## config.mk

```make
export PLATFORM = sky130hd
export DESIGN_NAME = edge_and_target_drive_controller_top
export DESIGN_NICKNAME = d
export VERILOG_FILES = /design/src/hw/rtl/edtc_pkg.sv /design/src/hw/rtl/edtc_decide.sv /design/src/hw/rtl/edge_and_target_drive_controller_top.sv
export SDC_FILE = /design/constraint.sdc
export NUM_CORES = 1
export LEC_CHECK = 0
export BUFFER_PORTS_ARGS = -buffer_cell sky130_fd_sc_hd__buf_4
export CAP_MARGIN = 15
export CORE_AREA = 2 2 175 177
export CTS_CLUSTER_DIAMETER = 80
export DETAILED_ROUTE_END_ITERATION = 7
export DIE_AREA = 0 0 177 179
export PLACE_DENSITY_LB_ADDON = 0.15
export SLEW_MARGIN = 10
export SYNTH_ARGS = -nofsm -noshare
export SYNTH_HDL_FRONTEND = slang
export SYNTH_SLANG_ARGS = --single-unit
```

## constraint.sdc

```tcl
create_clock -name clock -period 6.86 [get_ports clock]
set_input_delay 0.686 -clock clock [delete_from_list [all_inputs] [get_ports clock]]
set_output_delay 0.686 -clock clock [all_outputs]
set_load 0.03 [all_outputs]
```

## src/hw/rtl/edtc_pkg.sv

```systemverilog
// edtc_pkg: types, codes and field widths for the edge and target drive controller
// shared by edtc_decide and edge_and_target_drive_controller_top; no dependencies

package edtc_pkg;

   localparam int DIST_W = 16;
   localparam int TIME_W = 32;
   localparam int CFG_W  = 16;
   localparam int IDX_W  = 3;

   localparam int REQ_DATA_W = 88;
   localparam int RSP_DATA_W = 16;

   // drive modes
   localparam logic [1:0] MODE_STOPPED  = 2'd0;
   localparam logic [1:0] MODE_LINE     = 2'd1;
   localparam logic [1:0] MODE_STRAIGHT = 2'd2;
   localparam logic [1:0] MODE_SCAN     = 2'd3;

   // motor commands
   localparam logic [1:0] CMD_BRAKE    = 2'd0;
   localparam logic [1:0] CMD_ACW      = 2'd1;
   localparam logic [1:0] CMD_STRAIGHT = 2'd2;

   // display codes
   localparam logic [1:0] DISP_STOPPED  = 2'd0;
   localparam logic [1:0] DISP_TURNING  = 2'd1;
   localparam logic [1:0] DISP_STRAIGHT = 2'd2;
   localparam logic [1:0] DISP_READJUST = 2'd3;

   // register indexes
   localparam logic [IDX_W-1:0] REG_DEVIATION = 3'd0;
   localparam logic [IDX_W-1:0] REG_TARGET    = 3'd1;
   localparam logic [IDX_W-1:0] REG_NO_ECHO   = 3'd2;
   localparam logic [IDX_W-1:0] REG_BRAKE     = 3'd3;
   localparam logic [IDX_W-1:0] REG_READJUST  = 3'd4;

   typedef struct packed {
      logic [TIME_W-1:0] now_ms;
      logic [DIST_W-1:0] dist_right;
      logic [DIST_W-1:0] dist_centre;
      logic [DIST_W-1:0] dist_left;
      logic              line_rear_right;
      logic              line_rear_left;
      logic              line_front_right;
      logic              line_front_centre;
      logic              line_front_left;
   } item_type;

   typedef struct packed {
      logic       frame_dropped;
      logic [1:0] drive_mode;
      logic [1:0] display_code;
      logic       display_valid;
      logic [1:0] motor_cmd;
      logic       motor_valid;
   } result_type;

   typedef struct packed {
      logic [1:0]        mode;
      logic [TIME_W-1:0] readjust_start;
      logic [TIME_W-1:0] brake_end;
      logic              braking;
   } state_type;

   typedef struct packed {
      logic [CFG_W-1:0] off_centre_margin;
      logic [CFG_W-1:0] target_threshold;
      logic [CFG_W-1:0] no_echo_code;
      logic [CFG_W-1:0] brake_time_ms;
      logic [CFG_W-1:0] max_readjust_ms;
   } cfg_type;

endpackage

```

## src/hw/rtl/edtc_decide.sv

```systemverilog
// edtc_decide: per-frame decision logic, result and next controller state
// depends on edtc_pkg

module edtc_decide (
   input  edtc_pkg::item_type   item,
   input  edtc_pkg::state_type  state,
   input  edtc_pkg::cfg_type    cfg,
   output edtc_pkg::result_type result,
   output edtc_pkg::state_type  state_next
);
   import edtc_pkg::*;

   logic [TIME_W-1:0] remain;
   logic [TIME_W-1:0] elapsed;
   logic              dropped;
   logic              front_line;
   logic              rear_line;
   logic              target_seen;
   logic              off_left;
   logic              off_right;
   logic              brake;
   logic              mv;
   logic              dv;
   logic [1:0]        mc;
   logic [1:0]        dcode;
   logic [DIST_W-1:0] diff_left;
   logic [DIST_W-1:0] diff_right;

   always_comb begin
      remain     = state.brake_end - item.now_ms;
      elapsed    = item.now_ms - state.readjust_start;
      dropped    = state.braking && (remain != '0)
                   && (remain <= {{(TIME_W-CFG_W){1'b0}}, cfg.brake_time_ms});
      front_line = item.line_front_left | item.line_front_centre | item.line_front_right;
      rear_line  = item.line_rear_left | item.line_rear_right;
      target_seen = (item.dist_centre != cfg.no_echo_code)
                    && (item.dist_centre <= cfg.target_threshold);
      diff_left  = item.dist_centre - item.dist_left;
      diff_right = item.dist_centre - item.dist_right;
      off_left   = (item.dist_left != cfg.no_echo_code) && (item.dist_left < item.dist_centre)
                   && (diff_left >= cfg.off_centre_margin);
      off_right  = (item.dist_right != cfg.no_echo_code)
                   && (item.dist_right < item.dist_centre)
                   && (diff_right >= cfg.off_centre_margin);

      state_next = state;
      brake      = 1'b0;
      mv         = 1'b0;
      dv         = 1'b0;
      mc         = CMD_BRAKE;
      dcode      = DISP_STOPPED;

      if (state.braking && !dropped) begin
         state_next.braking = 1'b0;
      end

      if (!dropped) begin
         if (front_line) begin
            if (state.mode != MODE_LINE && state.mode != MODE_STOPPED) begin
               brake           = 1'b1;
               dv              = 1'b1;
               dcode           = DISP_STOPPED;
               state_next.mode = MODE_STOPPED;
            end else if (state.mode != MODE_LINE) begin
               mv              = 1'b1;
               mc              = CMD_ACW;
               dv              = 1'b1;
               dcode           = DISP_TURNING;
               state_next.mode = MODE_LINE;
            end
         end else if (rear_line) begin
            if (state.mode != MODE_STOPPED) begin
               brake           = 1'b1;
               state_next.mode = MODE_STOPPED;
            end else begin
               mv              = 1'b1;
               mc              = CMD_STRAIGHT;
               dv              = 1'b1;
               dcode           = DISP_STRAIGHT;
               state_next.mode = MODE_STRAIGHT;
            end
         end else if (target_seen) begin
            if (state.mode == MODE_LINE) begin
               brake           = 1'b1;
               dv              = 1'b1;
               dcode           = DISP_STOPPED;
               state_next.mode = MODE_STOPPED;
            end else if (off_left || off_right) begin
               state_next.readjust_start = item.now_ms;
               if (state.mode != MODE_SCAN) begin
                  mv              = 1'b1;
                  mc              = CMD_ACW;
                  dv              = 1'b1;
                  dcode           = DISP_READJUST;
                  state_next.mode = MODE_SCAN;
               end
            end else begin
               mv              = 1'b1;
               mc              = CMD_STRAIGHT;
               dv              = 1'b1;
               dcode           = DISP_STRAIGHT;
               state_next.mode = MODE_STRAIGHT;
            end
         end else if (state.mode != MODE_SCAN
                      || elapsed >= {{(TIME_W-CFG_W){1'b0}}, cfg.max_readjust_ms}) begin
            mv                        = 1'b1;
            mc                        = CMD_STRAIGHT;
            dv                        = 1'b1;
            dcode                     = DISP_STRAIGHT;
            state_next.mode           = MODE_STRAIGHT;
            state_next.readjust_start = '0;
         end

         if (brake) begin
            mv                   = 1'b1;
            mc                   = CMD_BRAKE;
            state_next.braking   = 1'b1;
            state_next.brake_end = item.now_ms
                                   + {{(TIME_W-CFG_W){1'b0}}, cfg.brake_time_ms};
         end
      end

      result.motor_valid   = mv;
      result.motor_cmd     = mv ? mc : CMD_BRAKE;
      result.display_valid = dv;
      result.display_code  = dv ? dcode : DISP_STOPPED;
      result.drive_mode    = state_next.mode;
      result.frame_dropped = dropped;
   end

endmodule

```

## src/hw/rtl/edge_and_target_drive_controller_top.sv

```systemverilog
// edge_and_target_drive_controller_top: frame input register, decision stage,
// result register and configuration registers; depends on edtc_pkg and edtc_decide
// flow: frame input register, then result register; rsp_tready low stalls both
// throughput: one frame per cycle unless stalled; the single decision stage updates state
// reset: synchronous, active high; clears state, stage valids and restores register defaults

module edge_and_target_drive_controller_top (
   input  logic                              clock,
   input  logic                              reset,
   // tdata: line_front_left, line_front_centre, line_front_right, line_rear_left,
   //        line_rear_right, dist_left[16], dist_centre[16], dist_right[16], now_ms[32], pad
   input  logic                              req_tvalid,
   output logic                              req_tready,
   input  logic [edtc_pkg::REQ_DATA_W-1:0]   req_tdata,
   // tdata: motor_valid, motor_cmd[2], display_valid, display_code[2], drive_mode[2],
   //        frame_dropped, pad
   output logic                              rsp_tvalid,
   input  logic                              rsp_tready,
   output logic [edtc_pkg::RSP_DATA_W-1:0]   rsp_tdata,
   input  logic                              csr_valid,
   output logic                              csr_ready,
   input  logic [edtc_pkg::IDX_W-1:0]        csr_index,
   input  logic [edtc_pkg::CFG_W-1:0]        csr_data
);
   import edtc_pkg::*;

   localparam int ITEM_W   = $bits(item_type);
   localparam int RESULT_W = $bits(result_type);

   item_type   item_ff, item_in;
   logic       item_valid_ff, item_valid_in;
   result_type result_ff, result_in;
   logic       result_valid_ff, result_valid_in;
   state_type  state_ff, state_in, state_calc;
   cfg_type    cfg_ff, cfg_in;
   result_type result_calc;
   logic       advance;
   logic       req_transfer;

   edtc_decide u_decide (
      .item       (item_ff),
      .state      (state_ff),
      .cfg        (cfg_ff),
      .result     (result_calc),
      .state_next (state_calc)
   );

   assign advance      = item_valid_ff && (!result_valid_ff || rsp_tready);
   assign req_tready   = !item_valid_ff || advance;
   assign req_transfer = req_tvalid && req_tready;
   assign csr_ready    = 1'b1;

   always_comb begin
      item_in         = req_transfer ? item_type'(req_tdata[ITEM_W-1:0]) : item_ff;
      item_valid_in   = req_transfer ? 1'b1 : (item_valid_ff && !advance);
      result_in       = advance ? result_calc : result_ff;
      result_valid_in = advance ? 1'b1 : (result_valid_ff && !rsp_tready);
      state_in        = advance ? state_calc : state_ff;
      cfg_in          = cfg_ff;
      if (csr_valid) begin
         unique case (csr_index)
            REG_DEVIATION: cfg_in.off_centre_margin   = csr_data;
            REG_TARGET:    cfg_in.target_threshold    = csr_data;
            REG_NO_ECHO:   cfg_in.no_echo_code        = csr_data;
            REG_BRAKE:     cfg_in.brake_time_ms       = csr_data;
            REG_READJUST:  cfg_in.max_readjust_ms     = csr_data;
            default:       cfg_in                     = cfg_ff;
         endcase
      end
   end

   always_ff @(posedge clock) begin
      item_ff   <= item_in;
      result_ff <= result_in;
      if (reset) begin
         item_valid_ff   <= 1'b0;
         result_valid_ff <= 1'b0;
         state_ff        <= '{mode: MODE_STOPPED, readjust_start: '0, brake_end: '0,
                              braking: 1'b0};
         cfg_ff          <= '{off_centre_margin: 16'd10, target_threshold: 16'd60,
                              no_echo_code: 16'hFFFF, brake_time_ms: 16'd100,
                              max_readjust_ms: 16'd1000};
      end else begin
         item_valid_ff   <= item_valid_in;
         result_valid_ff <= result_valid_in;
         state_ff        <= state_in;
         cfg_ff          <= cfg_in;
      end
   end

   assign rsp_tvalid = result_valid_ff;
   assign rsp_tdata  = {{(RSP_DATA_W-RESULT_W){1'b0}}, result_ff};

endmodule
```

# Yosys cells after proc, flatten, opt, wreduce, memory -nomap -nowiden
# Cells that the tools add are included.
dict set report totals {
  elab_cells 152
  in_bits 112
  out_inout_bits 19
  ff_bits 243
}
dict set report classes {
  eq_ne 12
  n_reduce_logical 35
  muxes 59
  bitwise_logic 8
  n_addsub 5
  order_cmp 7
}
# cell n
set ops {}
lappend ops {{$mux W32} 4}
lappend ops {{$mux W34} 2}
lappend ops {{$mux W67} 1}
lappend ops {{$sub A32 B32 Y32} 2}
lappend ops {{$ne A16 B16 Y1} 3}
lappend ops {{$mux W2} 21}
lappend ops {{$mux W33} 1}
lappend ops {{$add A32 B16 Y32} 1}
lappend ops {{$ge A16 B16 Y1} 2}
lappend ops {{$ge A32 B16 Y1} 1}
lappend ops {{$le A32 B16 Y1} 1}
lappend ops {{$lt A16 B16 Y1} 2}
lappend ops {{$reduce_bool A32 Y1} 1}
lappend ops {{$sub A16 B16 Y16} 2}
lappend ops {{$mux W1} 30}
lappend ops {{$le A16 B16 Y1} 1}
lappend ops {{$logic_and A1 B1 Y1} 13}
lappend ops {{$reduce_and A2 Y1} 5}
lappend ops {{$reduce_and A7 Y1} 1}
lappend ops {{$eq A3 B2 Y1 const B} 2}
lappend ops {{$ne A2 B2 Y1 const B} 3}
lappend ops {{$logic_not A1 Y1} 5}
lappend ops {{$not A1 Y1} 5}
lappend ops {{$logic_or A1 B1 Y1} 4}
lappend ops {{other kinds (10)} 13}

# Longest topological paths before layout
# Gate-level depths: netlist of the first run.
dict set report depth {
  depth_word 13
  depth_mapped 23
}

# Cells and area by module
# Synthesis of the first run repeated with hierarchy kept, for this count alone.
dict set report unflattened {
  cells_unflattened 2323
  area_unflattened_um2 19683.9
}
# mod cells_each seq_area_each_um2 n_inst area_each_um2
set modules_own_cells {}
lappend modules_own_cells {edtc_decide 1577 0.0 1 10939.2}
lappend modules_own_cells {edge_and_target_drive_controller_top 746 5805.6 1 8744.6}

# Worst setup path after synthesis of the first run
# OpenSTA, ideal clock, no wires.
dict set report synth_timing {
  path_type {reg2reg}
  from {reg item_ff[61] (netlist bit)}
  to {reg result_ff, in the netlist rsp_tdata[0], data pin}
  setup_time_ps 258
  n_path_buf 2
  period_less_slack_ps 4820
  arrival_time_ps 4561
  path_stages_with_launch 22
  path_slack_ps 2040
  cell_sequence {edfxtp_1 -> inv_1 -> ha_1 -> a21o_1 -> or4_1 -> o21ai_1 -> a21o_1 -> o21ai_0 -> xnor2_1 -> inv_1 -> ha_1 -> a21oi_1 -> o21ai_0 -> a2111oi_0 -> a21oi_1 -> or4_4 -> nor4_4 -> and4_4 -> buf_6 -> buf_6 -> nor2_1 -> o2bb2ai_1}
}
# item line_no
set synth_rtl {}
lappend synth_rtl {{start, declared} edge_and_target_drive_controller_top.sv:30} ;# item_type item_ff, item_in;
lappend synth_rtl {{start signal, assigned} edge_and_target_drive_controller_top.sv:73} ;# item_ff <= item_in;
lappend synth_rtl {{end signal, assigned} edge_and_target_drive_controller_top.sv:74} ;# result_ff <= result_in;
lappend synth_rtl {{end, declared} edge_and_target_drive_controller_top.sv:32} ;# result_type result_ff, result_in;

# Worst setup path after layout of the first run
dict set report layout_timing {
  from {reg item_ff[54] (netlist bit)}
  to {reg state_ff[37] (netlist bit)}
}
dict set report layout_between {
  elab_chain_len 6
  elab_cells_between_ends 11
  classes_between {add/sub (2); order compare (2); bitwise (1); reduce/logical (6)}
}
# item line_no
set layout_rtl {}
lappend layout_rtl {{branches (longest 5 deep; another with $sub A32 B32 Y32)} -}
lappend layout_rtl {{$reduce_and A7 Y1 (no line) (*)} -}
lappend layout_rtl {{end signal, assigned} edge_and_target_drive_controller_top.sv:78} ;# state_ff <= '{mode: MODE_STOPPED, readjust_start: '0, brake_end: '0,
lappend layout_rtl {{end signal, assigned} edge_and_target_drive_controller_top.sv:86} ;# state_ff <= state_in;
lappend layout_rtl {{end, declared} edge_and_target_drive_controller_top.sv:34} ;# state_type state_ff, state_in, state_calc;
# Mark *: on every way between the ends.
# A chain may end at the register's enable or synchronous reset.

==> key figures, run 1 <==
Clock tree
  • Total CTS buffers: 28
  • Clock Latency Late Sink: 0.56 ns
  • Post-CTS Setup Bufs: 0
  • CTS Hold Bufs: 0
  • CTS root buf: clkbuf_16
  • Max clock buf depth: 3
  • H-tree depth: 1
  • CTS clk-pin slew, worst paths: 0.07 ns
  • Clk sinks: 243
  • Post_cts resized: 0
  • CTS tree: done

Floorplanning
  • Initial Util: 60.8%
  • CORE AREA: 30000 um2
  • Die ar.: 31700 um2
  • I/O pin cnt: 131
  • DIE WIDTH: 177 um
  • Die Ht: 179 um
  • # rows: 64

Synthesis
  • EDFF count, synth: 94
  • Synth warn: 0
  • Post-Synthesis Cells: 2182
  • Prevailing post-synth register cell: dfxtp_1
  • Register area share after synthesis: 31.8%
  • Mean Syn Cell Area: 8.36 um2
  • Post-synthesis cell type count: 92
  • Syn Std Cell Area: 18300 um2
  • Post-synth ARST share: 0%
  • Seq cells post-synth: 243

Setup path
  • Req. time, crit path: 7.32 ns
  • Worst Setup Start Kind: flop
  • Crit path max fanout: 27
  • CP Class: reg -> reg
  • Critical path arrival: 6.56 ns
  • Worst Setup End Kind: flop

Pwr
  • Pwr/cell area: 201 nW/um2
  • Max IR drop VDD: 0.305 mV
  • Leak pwr: 8.20 nW
  • Total power draw: 4.08 mW

Global route
  • Wire length of the first global-routing pass: 83.3 mm
  • Vias in the first global route: 16200
  • Grt ovf: 0
  • Overall routing resource usage: 33.2%
  • Initial antenna violation count: 0
  • Largest net degree at the start of global routing: 86

Final layout
  • Area Growth Syn to Fin: 11.4%
  • Sequential cell area: 5810 um2
  • Most frequent cells in the layout: nand2_1, inv_1, a21oi_1
  • Multi-input logic area: 11300 um2
  • Commonest non-fill, non-tap cell in the layout: nand2_1
  • Nets@finish: 2554
  • Layout cell share with drive strength beyond 1: 9.96%
  • # diodes: 0
  • FILL cells: 2518

Timing
  • Final max-slew violation count: 0
  • Slew headroom: 24.4%
  • Tmin final: 6.10 ns
  • TNS Setup: 0 ns
  • Actual slew at the worst max-slew pin: 1.13 ns
  • Final hold viol count: 0
  • RSZ-0062 raised after global routing: false
  • Worst hold slack: 0.303 ns
  • Endpoints failing setup: 0
  • Tcrit/Tclk final: 88.9%
  • Clock Skew: 0.0211 ns
  • Max Fclk: 164 MHz

Route
  • DRT Pass-1 Iters: 5
  • Drt total wl: 53.6 mm
  • Vias per cell: 6.26
  • Post-route ant nets: 0
  • WL/cell: 20.1 um
  • Routed via count: 16700
  • Iter 0 DRT Violations: 1253
  • Remaining DRCs: 0

Placed design
  • Detailed Place HPWL: 41.5 mm
  • GPL Wtd Cong: 0.938
  • Port Buf Inserts: 119

Flow run
  • Max cap viols: 0

Status
  • Status: finished clean

Min path
  • Min-Delay Path Class: in -> reg
==> layout make-up <==
type,instances,share of cell area [%]
clock inverters,20,1.42
repair buffers,132,4.87
flip-flops and latches,243,28.6
clock buffers,32,3.62
multi-input cells,1644,55.4
inverters,198,3.66
well taps,396,2.44
==> critical path, cell delays in order, from the launching register on <==
cell and delay, ns:
edfxtp_1 0.50, inv_1 0.25, ha_1 0.28, nand2b_1 0.10, a21oi_1 0.10, o21ai_1 0.47
nor2_1 0.11, a2111oi_0 0.91, ha_1 0.40, and3_1 0.20, nand4_1 0.14, a21oi_1 0.06
a2111oi_0 0.30, a21oi_1 0.20, or4_4 0.59, nor4_4 0.18, and4_4 0.47, buf_4 0.38
o31ai_1 0.16, a21oi_1 0.18
==> metal layers <==
metal  vias up  track usage (%)  share of wire [%]
met5         -                0                  0
met4         0             17.4                5.5
met3       165             3.77                6.1
met2       666             58.9                 49
met1      7814             39.5                 39
li1       8031                -                  -
==> worst paths after layout <==
kind	from	end	slack, ns	cells after the start
worst max-delay path	item_ff[54]	state_ff[37]	0.76	19
worst max register to register	item_ff[54]	state_ff[37]	0.76	19
worst min register to register	cfg_ff[13]	cfg_ff[13]	0.46	2
worst min-delay path	req_tdata[12]	item_ff[12]	0.30	1
==> Yosys cell counts, drive strengths merged (6+ instances only) <==
| master | instances | area [um2] |
|---|---|---|
| nand2 | 238 | 896 |
| a21oi | 198 | 998 |
| inv | 197 | 739 |
| ha | 190 | 2380 |
| dfxtp | 149 | 2980 |
| nor2 | 126 | 473 |
| xnor2 | 100 | 876 |
| edfxtp | 94 | 2820 |
| o21ai | 87 | 435 |
| nand4 | 78 | 494 |
| clkbuf | 69 | 259 |
| nand3 | 55 | 280 |
| o31ai | 48 | 360 |
| a21o | 43 | 323 |
| nor3 | 42 | 220 |
| a211oi | 37 | 333 |
| xor2 | 35 | 307 |
| buf | 34 | 229 |
| o211ai | 34 | 255 |
| a31oi | 30 | 188 |
| o21a | 23 | 173 |
| nor2b | 22 | 138 |
| and2 | 21 | 131 |
| nand2b | 20 | 125 |
| nor4 | 17 | 128 |
| or3 | 17 | 106 |
| and3 | 14 | 87.6 |
| a211o | 11 | 96.3 |
| o2111ai | 10 | 87.6 |
| or4 | 10 | 82.6 |
| and4 | 7 | 63.8 |
| o21bai | 7 | 52.6 |
| o31a | 7 | 61.3 |
| or2 | 7 | 43.8 |
| mux2 | 6 | 67.6 |
| o221ai | 6 | 52.6 |
==> flip-flops by register name, indices dropped and copies added (netlist names), named ones only <==
register       count
cfg_ff            80
rsp_tdata          9
state_ff          66
rsp_tvalid         1
item_valid_ff      1
item_ff           85
==> power breakdown <==
group / internal [mW] / switching, mW
combinational: 0.328 / 0.480
clock: 1.03 / 0.630
sequential: 1.55 / 0.0570
total: 2.92 / 1.17
==> through the flow <==
step | area [um2] | setup slack (ns) | util, % | instances
2_1_floorplan | 18300 | 2.04 | - | 2188
3_3_place_gp | 19300 | 1.11 | 64.3 | 2613
3_5_place_dp | 19300 | 0.798 | 64.3 | 2613
4_1_cts | 20300 | 0.783 | 67.7 | 2665
5_1_grt | 20300 | 0.331 | 67.7 | 2665
6_report | 20300 | 0.761 | 67.7 | 2665
==> kinds of logic (layout without fill, tap and decap cells) <==
logic type,count (synthesis),after routing,share of synthesized area (%)
simple gates,688,688,18.6
other cells,2,8,0.0411
mux,11,11,0.644
xor+xnor,135,135,6.48
compound gates,607,607,22.1
buf+inv,301,382,6.75
fa+ha+maj,195,195,13.6
flops,243,243,31.8
Power figures use the tool's default switching activity.
==> run 2, diff against run 1 <==
--- a/config.mk
+++ b/config.mk
@@ -5,12 +5,13 @@
 export SDC_FILE = /design/constraint.sdc
 export NUM_CORES = 1
 export LEC_CHECK = 0
+export ABC_AREA = 1
 export BUFFER_PORTS_ARGS = -buffer_cell sky130_fd_sc_hd__buf_4
-export CAP_MARGIN = 15
-export CORE_AREA = 2 2 175 177
+export CAP_MARGIN = 20
+export CORE_AREA = 2 2 179 181
 export CTS_CLUSTER_DIAMETER = 80
 export DETAILED_ROUTE_END_ITERATION = 7
-export DIE_AREA = 0 0 177 179
+export DIE_AREA = 0 0 181 183
 export PLACE_DENSITY_LB_ADDON = 0.15
 export SLEW_MARGIN = 10
 export SYNTH_ARGS = -nofsm -noshare
==> key figures, run 2 <==
Status
  • Status: finished clean

Synthesis
  • Simple-gate share of the synthesized area: 28.6%
  • Seq cells post-synth: 243
  • Count leader, synth: nand2_1
  • Mean Syn Cell Area: 6.74 um2
  • Post-synth ARST share: 0%
  • Post-Synth XOR/XNOR Area: 4.89%
  • Post-Synthesis Cells: 2816
  • Largest family of logic cells by synthesized area: simple AND/OR/NAND/NOR gates
  • EDFF count, synth: 94
  • Adder-cell share of the synthesized area: 13.0%
  • Register area share after synthesis: 30.6%
  • Synth top cells by count: nand2_1, inv_1, nor2_1
  • Compound-Gate Fraction of Synth Area: 11.0%
  • Post-synthesis mux area share: 0%
  • Synth area leaders: dfxtp_1, nand2_1, edfxtp_1
  • Synth area leader: dfxtp_1
  • Syn Std Cell Area: 19000 um2
  • Top-area cell type share of the netlist area: 15.7%
  • Post-synthesis cell type count: 52
  • Synth warn: 0
  • Prevailing post-synth register cell: dfxtp_1

Route
  • Post-route ant nets: 0
  • WL/cell: 16.5 um
  • Vias per cell: 5.43
  • Remaining DRCs: 0
  • Routed via count: 18200
  • Drt total wl: 55.4 mm
  • DRT Pass-1 Iters: 6
  • Iter 0 DRT Violations: 1715

Setup path
  • Worst Setup Start Kind: flop
  • Reg-to-Reg Start: item_ff[23]
  • Critical path arrival: 6.21 ns
  • CP Class: reg -> reg
  • Worst Setup End Kind: flop
  • Crit path max fanout: 32
  • Critical path startpoint: item_ff[23]
  • Req. time, crit path: 7.30 ns
  • Reg-to-reg slack, setup: 1.08 ns

Clock tree
  • CTS clk-pin slew, worst paths: 0.07 ns
  • Max clock buf depth: 3
  • Clk sinks: 243
  • H-tree depth: 1
  • Total CTS buffers: 29
  • CTS root buf: clkbuf_16
  • CTS tree: done
  • Clock Latency Late Sink: 0.58 ns
  • CTS Hold Bufs: 0
  • Post-CTS Setup Bufs: 0
  • Post_cts resized: 0

Timing
  • TNS Setup: 0 ns
  • RSZ-0062 raised after global routing: false
  • Tmin final: 5.78 ns
  • Clock Skew: 0.0426 ns
  • Tcrit/Tclk final: 84.2%
  • Max Fclk: 173 MHz
  • Final max-slew violation count: 0
  • Slew headroom: 30.0%
  • Endpoints failing setup: 0
  • Final hold viol count: 0
  • Actual slew at the worst max-slew pin: 1.04 ns

Final layout
  • Area Growth Syn to Fin: 11.9%
  • Largest Register: item_ff
  • Most frequent cells in the layout: nand2_1, inv_1, nor2_1
  • Largest registers: item_ff (85), cfg_ff (80), state_ff (66)
  • Commonest non-fill, non-tap cell in the layout: nand2_1
  • Max FFs per register: 85
  • # diodes: 0
  • Nets@finish: 3234
  • FILL cells: 2771
  • Layout cell share with drive strength beyond 1: 7.19%

Pwr
  • Pwr/cell area: 203 nW/um2
  • Comb power frac: 22.4%
  • Leak pwr: 11.0 nW
  • Clk pwr share: 40.0%
  • Sw Share: 30.8%
  • Net Sw Power: 1.33 mW
  • Seq pwr share: 37.6%
  • Total power draw: 4.31 mW
  • Max IR drop VDD: 0.204 mV
  • Int Power: 2.99 mW

Floorplanning
  • I/O pin cnt: 131
  • Initial Util: 60.8%
  • # rows: 65
  • Die Ht: 183 um
  • Die ar.: 33100 um2
  • CORE AREA: 31200 um2
  • DIE WIDTH: 181 um

Global route
  • Largest net degree at the start of global routing: 92
  • Grt ovf: 0
  • Initial antenna violation count: 0
  • Overall routing resource usage: 33.1%
  • Vias in the first global route: 16900
  • Wire length of the first global-routing pass: 87.2 mm

Flow run
  • Max cap viols: 0

Min path
  • Min-Delay Path Class: in -> reg
  • Worst min-delay path startpoint: req_tdata[34]

Placed design
  • GPL Wtd Cong: 0.973
  • Port Buf Inserts: 119
  • Detailed Place HPWL: 43.5 mm
-- run 2: cell types whose count changed after synthesis, moves of 22 or more --
| cell | previous run | this run |
|---|---|---|
| nor2b_1 | 22 | 0 |
| clkbuf_1 | 69 | 24 |
| xnor2_1 | 100 | 37 |
| xor2_1 | 35 | 69 |
| nor2_1 | 126 | 322 |
| a211oi_1 | 26 | 3 |
| o21bai_1 | 7 | 43 |
| o31ai_1 | 48 | 1 |
| nand4_1 | 77 | 37 |
| nand2_1 | 237 | 782 |
| inv_1 | 197 | 512 |
| nand3_1 | 54 | 109 |
| a31oi_1 | 30 | 5 |
| a21o_1 | 43 | 3 |
-- run 2: cell type report --
class | instances | area (um2) | share of cell area, %
repair buffers | 127 | 961 | 4.52
clock buffers | 33 | 761 | 3.58
clock inverters | 21 | 308 | 1.45
flip-flops and latches | 243 | 5810 | 27.3
well taps | 402 | 503 | 2.37
multi-input cells | 2006 | 11000 | 51.6
inverters | 520 | 1950 | 9.19
-- run 2: through the flow --
step                      worst slack, ns  hold WS, ns  area [um2]  utilization, %  std cells
final                                1.08        0.271       21300            68.1       3352
after detailed placement             1.21        0.451       20200            64.6       3297
after global placement               1.41        0.444       20200            64.6       3297
after floorplan                      2.81        0.433       19000               -       2822
after global routing                0.566        0.264       21300            68.1       3352
after CTS                            1.14        0.263       21200            68.0       3351
-- run 2: critical path: stages, from the launching register on --
cell and delay, ns:
edfxtp_1 0.51, ha_1 0.41, nand2_1 0.11, o21ai_0 0.38, nand2_1 0.10, nand2_1 0.13, a21oi_1 0.15, o21bai_1 0.22
a21boi_0 0.16, o21ai_0 0.32, nand2_1 0.08, nand2_1 0.07, a21oi_1 0.07, xor2_1 0.15, ha_1 0.30, nand2_1 0.07
inv_1 0.06, nand3_1 0.09, nor3_1 0.40, nand3_1 0.13, nand3_1 0.12, nand4_1 0.12, nand2_1 0.13, nor2_1 0.06
nor2_1 0.16, nand4_2 0.71, nor2_1 0.35, nor2_1 0.09
-- run 2: final timing paths --
kind | end | cells past startpoint
min reg2reg | cfg_ff[61] | 2
max | state_ff[37] | 27
min | item_ff[34] | 1
max reg2reg | state_ff[37] | 27
-- run 2: kinds of logic (layout without fill, tap and decap cells) --
| family | count (synthesis) | after routing |
|---|---|---|
| flip-flops | 243 | 243 |
| buffers and inverters | 573 | 701 |
| AND/OR/NAND/NOR | 1331 | 1331 |
| AO/OA/AOI/OAI | 366 | 366 |
| adder cells (fa/ha/maj) | 195 | 195 |
| other | 2 | 8 |
| XOR/XNOR | 106 | 106 |
-- run 2: power by group through the flow --
stage / clock, mW / combinational [mW] / sequential (mW)
finish: 1.72 / 0.966 / 1.62
global route: 1.78 / 1.09 / 1.63
CTS: 1.73 / 0.946 / 1.62
detailed placement: 0 / 0.935 / 1.65
global placement: 0 / 0.905 / 1.65
floorplan: 0 / 0.673 / 1.63
-- run 2: per-layer routing --
metal | share of wire, % | track usage [%] | wire [um]
met1 | 46 | 47.7 | 25400
met2 | 42 | 50.8 | 23200
met5 | 0 | 0 | 0
met3 | 9.5 | 6.22 | 5280
met4 | 2.9 | 9.66 | 1590
